<file path="src/hw/rtl/bfc_pkg.sv">
// Shared types and constants of the brightness fade controller.
package bfc_pkg;

	localparam logic [1:0] ACT_TICK   = 2'd0;
	localparam logic [1:0] ACT_BRIGHT = 2'd1;
	localparam logic [1:0] ACT_POWER  = 2'd2;
	localparam logic [1:0] ACT_EFFECT = 2'd3;

	localparam logic [1:0] CAUSE_BRIGHT = 2'd0;
	localparam logic [1:0] CAUSE_POWER  = 2'd1;
	localparam logic [1:0] CAUSE_EFFECT = 2'd2;

	localparam logic [15:0] FADE_TICKS_RST = 16'd800;
	localparam logic [7:0]  LEVEL_MAX      = 8'd255;
	localparam logic [7:0]  HALF_POINT     = 8'd128;
	localparam logic [6:0]  HALF_MAX       = 7'd127;

	// Controller to datapath commands.
	typedef struct packed {
		logic load;
		logic exec;
		logic div_step;
		logic phase;
		logic mul;
		logic fin;
		logic emit;
	} cmd_t;

	// Datapath to controller status.
	typedef struct packed {
		logic is_tick;
		logic has_work;
		logic tick_done;
		logic div_last;
	} sts_t;

endpackage

</file>
<file path="src/hw/rtl/brightness_fade_controller_top.sv">
// Top level of the brightness fade controller.
//
// Input channel (in_valid/in_ready) carries one item per transfer: action 0 is
// a tick, 1 sets the brightness (level_in), 2 sets power (power_on), 3 asks for
// an effect change. Every item gives exactly one result transfer on the output
// channel (out_valid/out_ready): current level, active, switch_effect pulse,
// chosen level and power state.
// cfg_we writes cfg_data into the fade length register at once; write only
// while no item is in flight.
// A non-tick item, or a tick with nothing to fade, goes from EXEC straight to
// EMIT; a tick in a running fade first runs the 8-step restoring divider that
// forms elapsed*255/fade_ticks, then PHASE, MUL and FIN; a tick that ends a fade
// skips the divider. One item is in work at a time, so a new item can be taken
// in the cycle after the result is loaded.
// The result register holds one finished result; while the receiver stalls,
// the next item is still taken and worked on, and waits for the register.
// Reset: power on, all levels 0, no fade running, fade length 800 ticks.
module brightness_fade_controller_top (
	input  logic        clk,
	input  logic        arst_n,
	input  logic        in_valid,
	output logic        in_ready,
	input  logic [1:0]  action,
	input  logic [7:0]  level_in,
	input  logic        power_on,
	output logic        out_valid,
	input  logic        out_ready,
	output logic [7:0]  level_out,
	output logic        active,
	output logic        switch_effect,
	output logic [7:0]  chosen_out,
	output logic        power_out,
	input  logic        cfg_we,
	input  logic [15:0] cfg_data
);

	bfc_pkg::cmd_t cmd;
	bfc_pkg::sts_t sts;

	bfc_ctrl u_ctrl (
		.clk       (clk),
		.arst_n    (arst_n),
		.in_valid  (in_valid),
		.in_ready  (in_ready),
		.out_valid (out_valid),
		.out_ready (out_ready),
		.sts       (sts),
		.cmd       (cmd)
	);

	bfc_dpath u_dpath (
		.clk           (clk),
		.arst_n        (arst_n),
		.cfg_we        (cfg_we),
		.cfg_data      (cfg_data),
		.action        (action),
		.level_in      (level_in),
		.power_on      (power_on),
		.cmd           (cmd),
		.sts           (sts),
		.level_out     (level_out),
		.active        (active),
		.switch_effect (switch_effect),
		.chosen_out    (chosen_out),
		.power_out     (power_out)
	);

	a_pulse_on_tick: assert property (@(posedge clk) disable iff (!arst_n)
		out_valid && switch_effect |-> active)
		else $error("switch_effect without an active tick");

	a_busy_after_accept: assert property (@(posedge clk) disable iff (!arst_n)
		in_valid && in_ready |=> !in_ready)
		else $error("input taken again before result");

	a_no_div_when_idle: assert property (@(posedge clk) disable iff (!arst_n)
		in_ready |-> !cmd.div_step && !cmd.fin)
		else $error("datapath working while idle");

endmodule

</file>
<file path="src/hw/rtl/bfc_ctrl.sv">
// Sequencing state machine of the brightness fade controller.
module bfc_ctrl (
	input  logic          clk,
	input  logic          arst_n,
	input  logic          in_valid,
	output logic          in_ready,
	output logic          out_valid,
	input  logic          out_ready,
	input  bfc_pkg::sts_t sts,
	output bfc_pkg::cmd_t cmd
);

	typedef enum logic [2:0] {
		S_IDLE,
		S_EXEC,
		S_DIV,
		S_PHASE,
		S_MUL,
		S_FIN,
		S_EMIT
	} state_t;

	state_t state_q;
	logic   out_valid_q;
	logic   slot_free;

	assign slot_free = !out_valid_q || out_ready;
	assign in_ready  = (state_q == S_IDLE);
	assign out_valid = out_valid_q;

	always_comb begin
		cmd          = '0;
		cmd.load     = (state_q == S_IDLE) && in_valid;
		cmd.exec     = (state_q == S_EXEC);
		cmd.div_step = (state_q == S_DIV);
		cmd.phase    = (state_q == S_PHASE);
		cmd.mul      = (state_q == S_MUL);
		cmd.fin      = (state_q == S_FIN);
		cmd.emit     = (state_q == S_EMIT) && slot_free;
	end

	always_ff @(posedge clk or negedge arst_n) begin
		if (!arst_n) begin
			state_q     <= S_IDLE;
			out_valid_q <= 1'b0;
		end else begin
			if ((state_q == S_EMIT) && slot_free)
				out_valid_q <= 1'b1;
			else if (out_valid_q && out_ready)
				out_valid_q <= 1'b0;
			unique case (state_q)
				S_IDLE: begin
					if (in_valid)
						state_q <= S_EXEC;
				end
				S_EXEC: begin
					if (!sts.is_tick || !sts.has_work)
						state_q <= S_EMIT;
					else if (sts.tick_done)
						state_q <= S_PHASE;
					else
						state_q <= S_DIV;
				end
				S_DIV: begin
					if (sts.div_last)
						state_q <= S_PHASE;
				end
				S_PHASE: state_q <= S_MUL;
				S_MUL:   state_q <= S_FIN;
				S_FIN:   state_q <= S_EMIT;
				S_EMIT: begin
					if (slot_free)
						state_q <= S_IDLE;
				end
				default: state_q <= S_IDLE;
			endcase
		end
	end

endmodule

</file>
<file path="src/hw/rtl/bfc_dpath.sv">
// Fade state, progress divider, interpolation and result registers.
module bfc_dpath (
	input  logic          clk,
	input  logic          arst_n,
	input  logic          cfg_we,
	input  logic [15:0]   cfg_data,
	input  logic [1:0]    action,
	input  logic [7:0]    level_in,
	input  logic          power_on,
	input  bfc_pkg::cmd_t cmd,
	output bfc_pkg::sts_t sts,
	output logic [7:0]    level_out,
	output logic          active,
	output logic          switch_effect,
	output logic [7:0]    chosen_out,
	output logic          power_out
);

	logic [15:0] fade_ticks_q;
	logic [1:0]  act_q;
	logic [7:0]  lvl_q;
	logic        pwr_in_q;

	logic        power_q;
	logic        effect_done_q;
	logic [7:0]  start_q;
	logic [7:0]  level_now_q;
	logic [7:0]  goal_q;
	logic [7:0]  chosen_q;
	logic [1:0]  cause_q;
	logic [15:0] elapsed_q;
	logic        running_q;
	logic        active_q;
	logic        pulse_q;

	logic [15:0] dur_q;
	logic [23:0] rem_q;
	logic [7:0]  quo_q;
	logic [2:0]  cnt_q;
	logic [7:0]  phase_q;
	logic [15:0] prod_q;
	logic        up_q;

	logic [7:0]  level_out_q;
	logic        active_out_q;
	logic        pulse_out_q;
	logic [7:0]  chosen_out_q;
	logic        power_out_q;

	logic [15:0] dur;
	logic [15:0] el_inc;
	logic [23:0] dsh;
	logic [6:0]  half_prog;
	logic [7:0]  half_phase;
	logic [7:0]  diff;
	logic        up;
	logic [16:0] q_sum;
	logic [7:0]  q255;

	assign dur    = (fade_ticks_q == '0) ? 16'd1 : fade_ticks_q;
	assign el_inc = (running_q && (elapsed_q < dur)) ? elapsed_q + 16'd1 : elapsed_q;
	assign dsh    = {8'd0, dur_q} << cnt_q;

	// x*255/127 for x up to 127 is 2x, plus one at x = 127
	assign half_prog  = quo_q[6:0];
	assign half_phase = {half_prog, 1'b0} + {7'd0, (half_prog == bfc_pkg::HALF_MAX)};

	assign up   = (goal_q >= start_q);
	assign diff = up ? goal_q - start_q : start_q - goal_q;

	// exact p/255 for p up to 255*255
	assign q_sum = {1'b0, prod_q} + 17'd1 + {9'd0, prod_q[15:8]};
	assign q255  = q_sum[15:8];

	assign sts.is_tick   = (act_q == bfc_pkg::ACT_TICK);
	assign sts.has_work  = running_q || (level_now_q != goal_q);
	assign sts.tick_done = !running_q || (el_inc >= dur);
	assign sts.div_last  = (cnt_q == '0);

	assign level_out     = level_out_q;
	assign active        = active_out_q;
	assign switch_effect = pulse_out_q;
	assign chosen_out    = chosen_out_q;
	assign power_out     = power_out_q;

	always_ff @(posedge clk or negedge arst_n) begin
		if (!arst_n) begin
			fade_ticks_q  <= bfc_pkg::FADE_TICKS_RST;
			power_q       <= 1'b1;
			effect_done_q <= 1'b0;
			start_q       <= '0;
			level_now_q   <= '0;
			goal_q        <= '0;
			chosen_q      <= '0;
			cause_q       <= bfc_pkg::CAUSE_BRIGHT;
			elapsed_q     <= '0;
			running_q     <= 1'b0;
			active_q      <= 1'b0;
			pulse_q       <= 1'b0;
		end else begin
			if (cfg_we)
				fade_ticks_q <= cfg_data;
			if (cmd.load) begin
				active_q <= 1'b0;
				pulse_q  <= 1'b0;
			end
			if (cmd.exec) begin
				case (act_q)
					bfc_pkg::ACT_TICK: begin
						if (sts.has_work) begin
							elapsed_q <= el_inc;
							if (sts.tick_done)
								running_q <= 1'b0;
						end
					end
					bfc_pkg::ACT_BRIGHT: begin
						if (chosen_q != lvl_q) begin
							start_q   <= chosen_q;
							chosen_q  <= lvl_q;
							goal_q    <= lvl_q;
							cause_q   <= bfc_pkg::CAUSE_BRIGHT;
							elapsed_q <= '0;
							running_q <= 1'b1;
						end
					end
					bfc_pkg::ACT_POWER: begin
						if (power_q != pwr_in_q) begin
							power_q   <= pwr_in_q;
							start_q   <= pwr_in_q ? 8'd0 : chosen_q;
							goal_q    <= pwr_in_q ? chosen_q : 8'd0;
							cause_q   <= bfc_pkg::CAUSE_POWER;
							elapsed_q <= '0;
							running_q <= 1'b1;
						end
					end
					default: begin
						effect_done_q <= 1'b0;
						cause_q       <= bfc_pkg::CAUSE_EFFECT;
						elapsed_q     <= '0;
						running_q     <= 1'b1;
					end
				endcase
			end
			if (cmd.phase && (cause_q == bfc_pkg::CAUSE_EFFECT)) begin
				if (quo_q < bfc_pkg::HALF_POINT) begin
					start_q <= chosen_q;
					goal_q  <= '0;
				end else begin
					start_q <= '0;
					goal_q  <= chosen_q;
					if (!effect_done_q) begin
						pulse_q       <= 1'b1;
						effect_done_q <= 1'b1;
					end
				end
			end
			if (cmd.fin) begin
				level_now_q <= up_q ? start_q + q255 : start_q - q255;
				active_q    <= 1'b1;
			end
		end
	end

	always_ff @(posedge clk) begin
		if (cmd.load) begin
			act_q    <= action;
			lvl_q    <= level_in;
			pwr_in_q <= power_on;
		end
		if (cmd.exec) begin
			// progress numerator elapsed*255, quotient fits 8 bits
			dur_q <= dur;
			rem_q <= {el_inc, 8'd0} - {8'd0, el_inc};
			quo_q <= sts.tick_done ? bfc_pkg::LEVEL_MAX : 8'd0;
			cnt_q <= 3'd7;
		end
		if (cmd.div_step) begin
			if (rem_q >= dsh) begin
				rem_q        <= rem_q - dsh;
				quo_q[cnt_q] <= 1'b1;
			end
			cnt_q <= cnt_q - 3'd1;
		end
		if (cmd.phase)
			phase_q <= (cause_q == bfc_pkg::CAUSE_EFFECT) ? half_phase : quo_q;
		if (cmd.mul) begin
			prod_q <= 16'(diff) * 16'(phase_q);
			up_q   <= up;
		end
		if (cmd.emit) begin
			level_out_q  <= level_now_q;
			active_out_q <= active_q;
			pulse_out_q  <= pulse_q;
			chosen_out_q <= chosen_q;
			power_out_q  <= power_q;
		end
	end

endmodule

</file>
<file path="config.mk">
export PLATFORM = sky130hd
export DESIGN_NAME = brightness_fade_controller_top
export DESIGN_NICKNAME = d
export VERILOG_FILES = /design/src/hw/rtl/bfc_pkg.sv /design/src/hw/rtl/brightness_fade_controller_top.sv /design/src/hw/rtl/bfc_ctrl.sv /design/src/hw/rtl/bfc_dpath.sv
export SDC_FILE = /design/constraint.sdc
export NUM_CORES = 1
export LEC_CHECK = 0
export ABC_AREA = 1
export ABC_CLOCK_PERIOD_IN_PS = 6150
export BUFFER_PORTS_ARGS = -buffer_cell sky130_fd_sc_hd__buf_2
export CAP_MARGIN = 20
export CORE_MARGIN = 1.5
export CORE_UTILIZATION = 30
export CTS_BUF_LIST = sky130_fd_sc_hd__clkbuf_4
export DETAILED_ROUTE_END_ITERATION = 10
export PLACE_DENSITY_LB_ADDON = 0.15
export REMOVE_ABC_BUFFERS = 1
export SLEW_MARGIN = 20
export SYNTH_ARGS = -nofsm -noshare
export SYNTH_HDL_FRONTEND = slang
export SYNTH_SLANG_ARGS = --single-unit
export TNS_END_PERCENT = 20
</file>
<file path="constraint.sdc">
create_clock -name clk -period 6.15 [get_ports clk]
set_clock_uncertainty 0.2 [all_clocks]
set_input_delay 1.23 -clock clk [delete_from_list [all_inputs] [get_ports clk]]
set_output_delay 1.23 -clock clk [all_outputs]
set_load 0.005 [all_outputs]
</file>
; Word level (Yosys, flattened, before mapping)
; Cells that the tools add are included.
[op_classes]
reduce_logical = 31
multipliers = 1
mux = 61
n_bitwise = 2
n_eq_ne = 22
n_addsub = 11
shift = 1
magnitude_cmp = 7
[ops]
columns = operator, count
row1 = 8-bit 2-to-1 mux, 19
row2 = 16-bit 2-to-1 mux, 5
row3 = 24-bit 2-to-1 mux, 3
row4 = 16-bit case mux with 3 select lines, 1
row5 = 16-bit by 1-bit adder with 16-bit output (second input constant), 2
row6 = 8-bit case mux with 2 select lines, 2
row7 = 24-bit greater-or-equal comparator, 1
row8 = 16-bit by 3-bit left shift with 24-bit output, 1
row9 = 24-bit by 16-bit subtractor with 24-bit output, 1
row10 = 24-bit subtractor, 1
row11 = 8-bit subtractor, 3
row12 = 3-bit case mux with 7 select lines, 1
row13 = 1-bit 2-to-1 mux, 19
row14 = 3-bit 2-to-1 mux, 6
row15 = 16-bit by 8-bit adder with 16-bit output, 1
row16 = 16-bit greater-or-equal comparator, 1
row17 = 16-bit zero test, 1
row18 = 16-bit < comparator, 1
row19 = 8-bit by 8-bit multiplier with 16-bit output, 1
row20 = 8-bit != test, 2
row21 = 4-bit AND reduction, 3
row22 = 2-bit by 1-bit != test with 1-bit output (second input constant), 5
row23 = 3-bit == test (second input constant), 3
row24 = 3-bit AND reduction, 3
row25 = 30 further kinds, 50
[totals]
out_inout_bits = 21
ff_bits = 181
elab_cells = 165

; Depth between registers and ports, before layout
[depth]
word_depth = 12
ltp_mapped = 34

; Cells and area by module
; From an unflattened synthesis, not the netlist that was laid out.
[hier_totals]
cells_unflattened = 1816
area_unflattened_um2 = 14199.9
[modules_own_cells]
columns = module, instances, seq_area_each_um2, cells_per_inst, area_each_um2
row1 = bfc_dpath, 1, 4644.5, 1773, 13915.8
row2 = bfc_ctrl, 1, 100.1, 43, 284.0

; Worst setup path before layout
; No wires, ideal clock.
[synth_path]
kind = register to register
startpoint = register u_dpath.goal_q[0]
endpoint = register u_dpath.prod_q[15] (data pin)
arrival_time_ns = 5.761
stages_incl_launch_ff = 31
synth_period_minus_slack_ns = 6.222
required_ns = 5.690
path_buffers = 1
path_slack_ns = -0.072
cell_sequence = dfrtp_1 > inv_1 > ha_1 > inv_1 > fa_1 > inv_1 > o21ai_0 > nand2_1 > nand3_1 > clkbuf_1 > o21ai_0 > xor2_1 > inv_1 > nand2_1 > fa_1 > fa_1 > inv_1 > fa_1 > inv_1 > fa_1 > inv_1 > ha_1 > a21oi_1 > o21bai_1 > a21o_1 > a21oi_1 > o21ai_0 > a21oi_1 > nor2_1 > nor2_1 > xor2_1
[synth_between]
elab_chain_cells = 3
elab_cells_between_ends = 5
classes_between = add/sub: 2 / mul: 1 / order compare: 1 / mux: 1
[synth_lines]
columns = element, line_no
row1 = from (decl), bfc_dpath.sv:28  ; logic [7:0] goal_q;
row2 = from (signal assigned), bfc_dpath.sv:120  ; goal_q <= lvl_q;
row3 = from (signal assigned), bfc_dpath.sv:130  ; goal_q <= pwr_in_q ? chosen_q : 8'd0;
row4 = from (signal assigned), bfc_dpath.sv:150  ; goal_q <= chosen_q;
row5 = 8-bit greater-or-equal comparator, bfc_dpath.sv:68  ; assign up = (goal_q >= start_q);
row6 = net u_dpath.up, bfc_dpath.sv:56  ; logic up;
row7 = 8-bit 2-to-1 mux, bfc_dpath.sv:69  ; assign diff = up ? goal_q - start_q : start_q - goal_q;
row8 = 8-bit by 8-bit multiplier with 16-bit output, bfc_dpath.sv:187  ; prod_q <= 16'(diff) * 16'(phase_q);
row9 = to (signal assigned), bfc_dpath.sv:187
row10 = to (decl), bfc_dpath.sv:41  ; logic [15:0] prod_q;
; The timed path passes the listed nets, and every way through them passes these cells.
; A chain may end at the register's enable or synchronous reset.

; Worst setup path after layout
[layout_path]
startpoint = register u_dpath.goal_q[0]
endpoint = register u_dpath.prod_q[12] (data pin)
[layout_between]
elab_chain_cells = 3
elab_cells_between_ends = 5
classes_between = add/sub: 2 / mul: 1 / order compare: 1 / mux: 1
[layout_lines]
columns = element, line_no
row1 = 8-bit subtractor / 8-bit greater-or-equal comparator (equally long branches), "bfc_dpath.sv:69, bfc_dpath.sv:68"
row2 = 8-bit 2-to-1 mux *, bfc_dpath.sv:69
row3 = 8-bit by 8-bit multiplier with 16-bit output *, bfc_dpath.sv:187
; Mark *: on every way between the ends. The rest lies on a longest branch, timed or not.

==> results.toml <==
[placement]
port_buffers = 52
place.gp.congestion = 0.8631
hpwl_um = 32390
dp.cells = 2502

[logic_synthesis]
synth_cells = 1815
syn-cell-area_um2 = 14230
ys_warn_count = 0
yosysTopAreaCellShare_pct = 15.61
async_flop_share_pct = 41.44
ys_seq_area_share_pct = 33.33
synthTopCellsByArea = "edfxtp_1 (16%), dfrtp_1 (12%), ha_1 (12%)"
synth-seq-cells = 181
synth_top_area_cell = "edfxtp_1"
synth.avg_cell_area_um2 = 7.842
ys_types = 60
synth_flop_cell = "edfxtp_1"
synth_edf_count = 74

[setup_path]
r2r_end = "u_dpath.prod_q[12]"
crit_end = "u_dpath.prod_q[12]"
r2r_cells = 32
critPathMaxStageDelay_ns = 0.55
r2r_slack_ns = 0.26
crit_path_start_kind = "register"
cp.required_ns = 6.38
cp-end-kind = "register"
arrival_ns = 6.12
path_class = "register to register"
startpoint = "u_dpath.goal_q[0]"
slowest_stage = "fa_1"
timing.rr.start = "u_dpath.goal_q[0]"
cp_max_fo = 7

[timing]
timing.final.crit_period_ns = 5.892
setup_viol = 0
tns_ns = 0
max_freq_mhz = 169.7
slew_violations = 0
worstMarginPinSlew_ns = 1.015
rsz0062_at_grt = "yes"
final_hold_viol_count = 0
fin_crit_sh_pct = 95.80
maxSlewHeadroom_pct = 32.10

[cts]
clk_pin_slew_ns = 0.19
cts_tree = "yes"
ctsRootBufferMaster = "clkbuf_4"
cts_made_buffers = 17
clock_path_buffers = 2
clk_latency_ns = 0.66
cts-htree-levels = 4
cts_hold_buf = 0
cts_sinks = 181

[route]
num_vias = 12140
drc = 2
drtIter0Drc = 625
first_pass_iters = 8
drt_wl_total_um = 40560
avgViaCountPerCell = 4.755
postRouteAntennaNets = 0
drt-wirelength-per-cell_um = 15.88

[die]
die-area_um2 = 48760
start_util_pct = 30.51
core-area_um2 = 46650
io_pins = 53
rows = 79
die_w_um = 220.8
die_h_um = 220.8

[grt]
first_global_vias = 12110
antenna_found_initial = 1
grt_max_degree = 49
grt_first_pass_wirelength_um = 65470
gr-total-overflow = 0
gr-usage-all-layers_pct = 17.03

[final_layout]
nNetsFinal = 2141
final_common_cell = "nand2_1"
fin_cells = 2554
post-route-util_pct = 34.95
drive_gt1_share_pct = 15.31
final_cell_mix = "nand2_1 (364), inv_1 (246), nor2_1 (159), ha_1 (128), a21oi_1 (126)"
syn2layout_area_growth_pct = 14.56

[run_status]
violations = "design-rule violations"
status = "finished, violations left"

[run]
cap_violations = 0

[hold_path]
hp-class = "input pin to async pin"
## metal layers
layer / part of all wire, % / vias to the layer above / global-route usage [%]
met5: 0 / - / 0
met4: 1.0 / 0 / 3.048
met3: 2.5 / 21 / 2.775
met2: 51 / 131 / 30.86
met1: 46 / 5756 / 21.38
li1: - / 6235 / -
## repair_timing
item                       4_1_cts  5_1_grt
pin swaps                       19       41
setup endpoints to repair        5        6
resized for setup               18       47
setup buffers                    7       12
## synthesized netlist by cell type (9+ instances only)
library cell  count
nor2_1          164
inv_1           260
nand4_1          18
nand2_2          14
edfxtp_1         74
o221ai_1         11
nand2_1         370
o22ai_1          20
o21ai_0         120
xnor2_1          23
ha_1            136
dfxtp_1          32
dfrtp_1          71
clkbuf_1         45
nand3_1          86
o211ai_1          9
xor2_1           52
nor3_1           22
a21oi_1         134
fa_1             40
## sequential cells by signal (all words and copies together), names as in the netlist, 8 cells and up
register	flops
u_dpath.chosen_q	8
u_dpath.elapsed_q	16
u_dpath.prod_q	16
u_dpath.quo_q	8
u_dpath.chosen_out	8
u_dpath.level_out	8
u_dpath.fade_ticks_q	16
u_dpath.goal_q	8
u_dpath.lvl_q	8
u_dpath.level_now_q	8
u_dpath.rem_q	24
u_dpath.start_q	8
u_dpath.dur_q	16
u_dpath.phase_q	8
## final cells by class
type	count	area, µm²
Antenna cell	1	2.502
Clock buffer	19	142.6
Clock inverter	13	166.4
Fill cell	4977	30350
Inverter	269	1013
Multi-Input combinational cell	1312	8459
Sequential cell	181	4745
Tap cell	607	759.5
Timing Repair Buffer	152	1017
## through the flow
step	area, µm²	setup WS (ns)	hold WS, ns
CTS	16080	0.02162	0.2575
detailed placement	15650	-0.3374	0.2625
global route	16310	-0.07271	0.2346
finish	16310	0.2583	0.2959
global placement	15650	-0.2334	0.2651
floorplan	14000	-0.09410	0.2186
## worst max-delay path, delay by kind of cell (launching register included)
kind | cells | cell delay [ns]
flops | 1 | 0.42
buf+inv | 12 | 1.05
compound gates | 3 | 0.27
xor+xnor | 2 | 0.29
mux | 1 | 0.14
fa+ha+maj | 7 | 2.70
simple gates | 7 | 0.57
## kinds of logic (layout without fill, tap and decap cells)
kind of cell,after synthesis,count (layout),synth area share [%]
adders and majority gates,176,176,17.58
buffers and inverters,322,453,8.729
other,0,1,0
xor gates and xnor gates,75,75,4.615
DFF,181,181,33.33
muxes,7,7,0.5011
and+or+nand+nor,717,717,21.95
AOI/OAI and AO/OA,337,337,13.29
## how the worst min path moves through the flow
stage	cells past startpoint	start	slack (ns)	to
6_report	1	arst_n	0.30	u_dpath.start_q[0]
5_1_grt	1	arst_n	0.23	u_dpath.goal_q[0]
3_3_place_gp	2	u_dpath.effect_done_q	0.27	u_dpath.effect_done_q
2_1_floorplan	0	u_dpath.active_q	0.22	u_dpath.active
3_5_place_dp	0	u_dpath.fade_ticks_q[10]	0.26	u_dpath.dur_q[10]
4_1_cts	1	arst_n	0.26	u_dpath.fade_ticks_q[2]
Power is not shown: default switching activity piles up to over one toggle a cycle in this logic, so the estimate is an artifact.
